### src/rtl/core/hsr_pkg.sv
`timescale 1ns / 1ps

package hsr_pkg;

  // fixed field widths of one item
  localparam int ADDR_W = 12;
  localparam int LEN_W  = 3;
  localparam int DATA_W = 32;
  localparam int LANES  = 4;

  // access kinds
  localparam logic OP_READ  = 1'b0;
  localparam logic OP_WRITE = 1'b1;

  // first byte of the lock window, four bytes per lock
  localparam logic [ADDR_W-1:0] LOCK_BASE = 12'h0a0;

  // longest access in bytes
  localparam logic [LEN_W-1:0] MAX_LEN = 3'd4;

  // controller to datapath
  typedef struct packed {
    logic clear;   // clearing pass, one row per cycle
    logic accept;  // take the item and launch the memory reads
    logic exec;    // update memories and load the result register
  } hsr_cmd_t;

  // datapath to controller
  typedef struct packed {
    logic clr_last;  // clearing pass is on its last row
  } hsr_sts_t;

endpackage

### src/rtl/core/hsr_ctrl.sv
`timescale 1ns / 1ps

module hsr_ctrl (
  input  logic             clk,
  input  logic             rst_n,
  input  logic             in_valid,
  output logic             in_stall,
  output logic             out_valid,
  input  logic             out_stall,
  input  hsr_pkg::hsr_sts_t sts,
  output hsr_pkg::hsr_cmd_t cmd
);
  import hsr_pkg::*;

  localparam logic [1:0] ST_CLEAR = 2'd0;
  localparam logic [1:0] ST_IDLE  = 2'd1;
  localparam logic [1:0] ST_EXEC  = 2'd2;

  logic [1:0] state_r, state_nxt;
  logic       out_valid_r, out_valid_nxt;
  logic       out_busy;

  // result register still holds an item the sink has not taken
  assign out_busy = out_valid_r & out_stall;

  // commands
  always_comb begin
    cmd        = '0;
    cmd.clear  = (state_r == ST_CLEAR);
    cmd.accept = (state_r == ST_IDLE) & in_valid;
    cmd.exec   = (state_r == ST_EXEC) & ~out_busy;
  end

  // next state
  always_comb begin
    state_nxt = state_r;
    unique case (state_r)
      ST_CLEAR: if (sts.clr_last) state_nxt = ST_IDLE;
      ST_IDLE:  if (in_valid) state_nxt = ST_EXEC;
      ST_EXEC:  if (!out_busy) state_nxt = ST_IDLE;
      default:  state_nxt = ST_CLEAR;
    endcase
  end

  // output valid flag
  always_comb begin
    out_valid_nxt = out_valid_r;
    if (cmd.exec) begin
      out_valid_nxt = 1'b1;
    end else if (!out_stall) begin
      out_valid_nxt = 1'b0;
    end
  end

  always_ff @(posedge clk) begin
    if (!rst_n) begin
      state_r     <= ST_CLEAR;
      out_valid_r <= 1'b0;
    end else begin
      state_r     <= state_nxt;
      out_valid_r <= out_valid_nxt;
    end
  end

  assign in_stall  = (state_r != ST_IDLE);
  assign out_valid = out_valid_r;

endmodule

### config.mk
export PLATFORM = sky130hd
export DESIGN_NAME = hsr_ctrl
export DESIGN_NICKNAME = d
export VERILOG_FILES = /design/src/rtl/core/hsr_pkg.sv /design/src/rtl/core/hsr_ctrl.sv
export SDC_FILE = /design/constraint.sdc
export NUM_CORES = 1
export LEC_CHECK = 0
export BUFFER_PORTS_ARGS = -buffer_cell sky130_fd_sc_hd__buf_2
export CORE_AREA = 2 2 39 41
export CTS_CLUSTER_SIZE = 30
export DETAILED_ROUTE_END_ITERATION = 12
export DIE_AREA = 0 0 41 43
export GPL_TIMING_DRIVEN = 0
export SYNTH_ARGS = -nofsm -noshare
export SYNTH_HDL_FRONTEND = slang
export SYNTH_SLANG_ARGS = --single-unit
export TNS_END_PERCENT = 10
### constraint.sdc
create_clock -name clk -period 1.1 [get_ports clk]
set_input_delay 0.22 -clock clk [delete_from_list [all_inputs] [get_ports clk]]
set_output_delay 0.22 -clock clk [all_outputs]
set_load 0.03 [all_outputs]
==> results.json <==
{
  "core_region_area_um2": 1384,
  "grt_max_degree": 6,
  "ys_ff_latch": 3,
  "rsz0062_at_grt": "yes",
  "worst_ep_required_time_ns": 0.88,
  "endpoint_kind": "output port",
  "nets": 38,
  "synth-xor-area-share": 0,
  "synth.area.mux_share": 0,
  "start_util": 0.1193,
  "die-area_um2": 1763,
  "cts_tree": "done",
  "critPathLaunch": "state_r[1]$_SDFFE_PN0P_",
  "wl_um": 437,
  "fin_tns_setup_ns": -0.2431,
  "synthesis.nets": 23,
  "synth_area_um2": 165.2,
  "cp_max_fo": 5,
  "synth-simple-area-share": 0.3712,
  "syn_inst": 18,
  "holdCritStartpoint": "rst_n",
  "ir_drop_mv": 0.3670,
  "finalMaxSlewViolations": 0,
  "reg2reg_from": "state_r[1]$_SDFFE_PN0P_",
  "critPathLaunchType": "flop",
  "drive_above_1_share": 0.6250,
  "synth_compound_area_frac": 0.2197,
  "yosys.cell_types.count": 12,
  "critPathTopFamily": "flip-flops",
  "cap_violations": 0,
  "crit_slowest_cell": "dfxtp_4",
  "drc": 0,
  "setup_violations": 4,
  "max_freq_mhz": 843.6,
  "antenna_found_initial": 0,
  "drtIter0Drc": 2,
  "ff_latch_area_um2": 65.06,
  "cts_buffer_depth": 2,
  "avgSynthCellArea_um2": 9.175,
  "slowest_delay_ns": 0.35,
  "critPathArrivalTime_ns": 0.97,
  "num_io_pins": 10,
  "grt_usage": 0.05723,
  "p_leak_nw": 0.1399,
  "yosys_warnings": 0,
  "relSlewSlack": 0.8823,
  "clock_sinks": 3,
  "status": "finished with violations",
  "port_buffers": 9,
  "fin_ws_ns": -0.08533,
  "cts.clk_slew.worst_paths_ns": 0.03,
  "final_util": 0.2215,
  "route.vias.total": 180,
  "firstDrtPassIters": 3,
  "finalCritPeriodShare": 1.078,
  "htreeDepth": 1,
  "drtAntennaViolNets": 0,
  "hp-class": "input port to flop",
  "cp.buffers_inverters": 1,
  "grt_pass1_vias": 176,
  "syn_to_final_growth_pct": 85.61,
  "synth_fa_ha_area_frac": 0,
  "hold_viol": 0,
  "netlist_top_cells_area": "dfxtp_1 (36%), nand2b_1 (15%), o32ai_2 (9.8%)",
  "root_buffer": "clkbuf_4",
  "multi_input_comb_area_um2": 110.1,
  "rows": 14,
  "yosys.area.top_type": "dfxtp_1",
  "synth_top_family_by_area": "simple AND/OR/NAND/NOR gates",
  "ys_seq_area_frac": 0.3636,
  "path_cells": "and3b_2 -> buf_6",
  "finalClockSkew_ns": 0.001612,
  "worst_slew_pin_slew_ns": 0.1765,
  "min_period_ns": 1.185,
  "die_w_um": 41,
  "nFillCells": 162,
  "synth_top_area_share": 0.3636,
  "viasPerCell": 3.750,
  "clkLatencyLatePin_ns": 0.23,
  "violations": "negative setup slack",
  "powerDensity_nw_per_um2": 1347,
  "cts_made_buffers": 3,
  "insertedDiodeCount": 0,
  "wl_per_cell_um": 9.104,
  "overflow": 0,
  "critical_path_class": "flop to output port",
  "die_h_um": 43,
  "grt_pass1_wl_um": 607,
  "gp_congestion": 0.5588
}
==> routing by layer <==
metal,up-vias,global-route usage,share of wire
li1,90,-,-
met4,0,0.06000,0
met3,0,0.03141,0.092
met1,85,0.04180,0.30
met5,-,0,0
met2,5,0.09063,0.61
==> cell type report <==
cell class / count / area share
Clock buffer: 4 / 0.08571
Timing Repair Buffer: 11 / 0.2776
Sequential cell: 3 / 0.2122
Tap cell: 16 / 0.06531
Multi-Input combinational cell: 14 / 0.3592
==> Yosys cell counts <==
| cell | n |
|---|---|
| nand2_1 | 1 |
| o32ai_2 | 1 |
| o21a_1 | 1 |
| buf_4 | 1 |
| and4b_1 | 1 |
| nor2_1 | 2 |
| and3_1 | 1 |
| and3b_1 | 1 |
| a21oi_1 | 1 |
| a21boi_1 | 1 |
| dfxtp_1 | 3 |
| nand2b_1 | 4 |
==> where the power goes <==
group | internal, mW | switching [mW]
Clock | 0.136 | 0.0542
Combinational | 0.0502 | 0.0497
Sequential | 0.115 | 0.00806
Total | 0.301 | 0.112
==> placed cells by master, fill, tap and decap left out, drive strengths merged, types with 2 or more instances in the layout <==
cell / instances
buf: 11
nand2b: 4
clkbuf: 4
dfxtp: 3
nor2: 2
==> kinds of logic (layout without fill, tap and decap cells) <==
group	count (synthesis)	after routing
buffers and inverters	1	15
flip-flops	3	3
AND/OR/NAND/NOR	10	10
AO/OA/AOI/OAI	4	4
==> flip-flops by register name, indices dropped and copies added (netlist names) <==
| signal | cells |
|---|---|
| out_valid | 1 |
| state_r | 2 |
==> final timing paths <==
path                                                 to  cells after the start  slack (ns)
worst max-delay path                             cmd[1]                      2       -0.09
worst min-delay path            state_r[1]$_SDFFE_PN0P_                      2        0.25
worst max register to register  state_r[0]$_SDFFE_PN0P_                      3        0.13
worst min register to register   out_valid$_SDFFE_PN0P_                      2        0.51
==> stage by stage <==
stage          setup WS [ns]  power, mW  hold slack [ns]  std cells  area [um^2]
2_1_floorplan        0.08216     0.1741           0.3375         18        165.2
3_3_place_gp        -0.01785     0.1989           0.4828         43        230.2
3_5_place_dp        -0.02823     0.1994           0.4869         43        230.2
4_1_cts             -0.09939     0.4256           0.2466         48        306.5
5_1_grt              -0.1128     0.4388           0.2578         48        306.5
6_report            -0.08533     0.4130           0.2535         48        306.5
==> repair_timing <==
item | 4_1_cts | 5_1_grt
pin swaps | 1 | 0
endpoints found under the setup margin | 3 | 4
buffers inserted | 2 | 0
resized for setup | 14 | 0
hold buffers | 0 | 0
No activity file was read; power rests on OpenSTA's default activity.
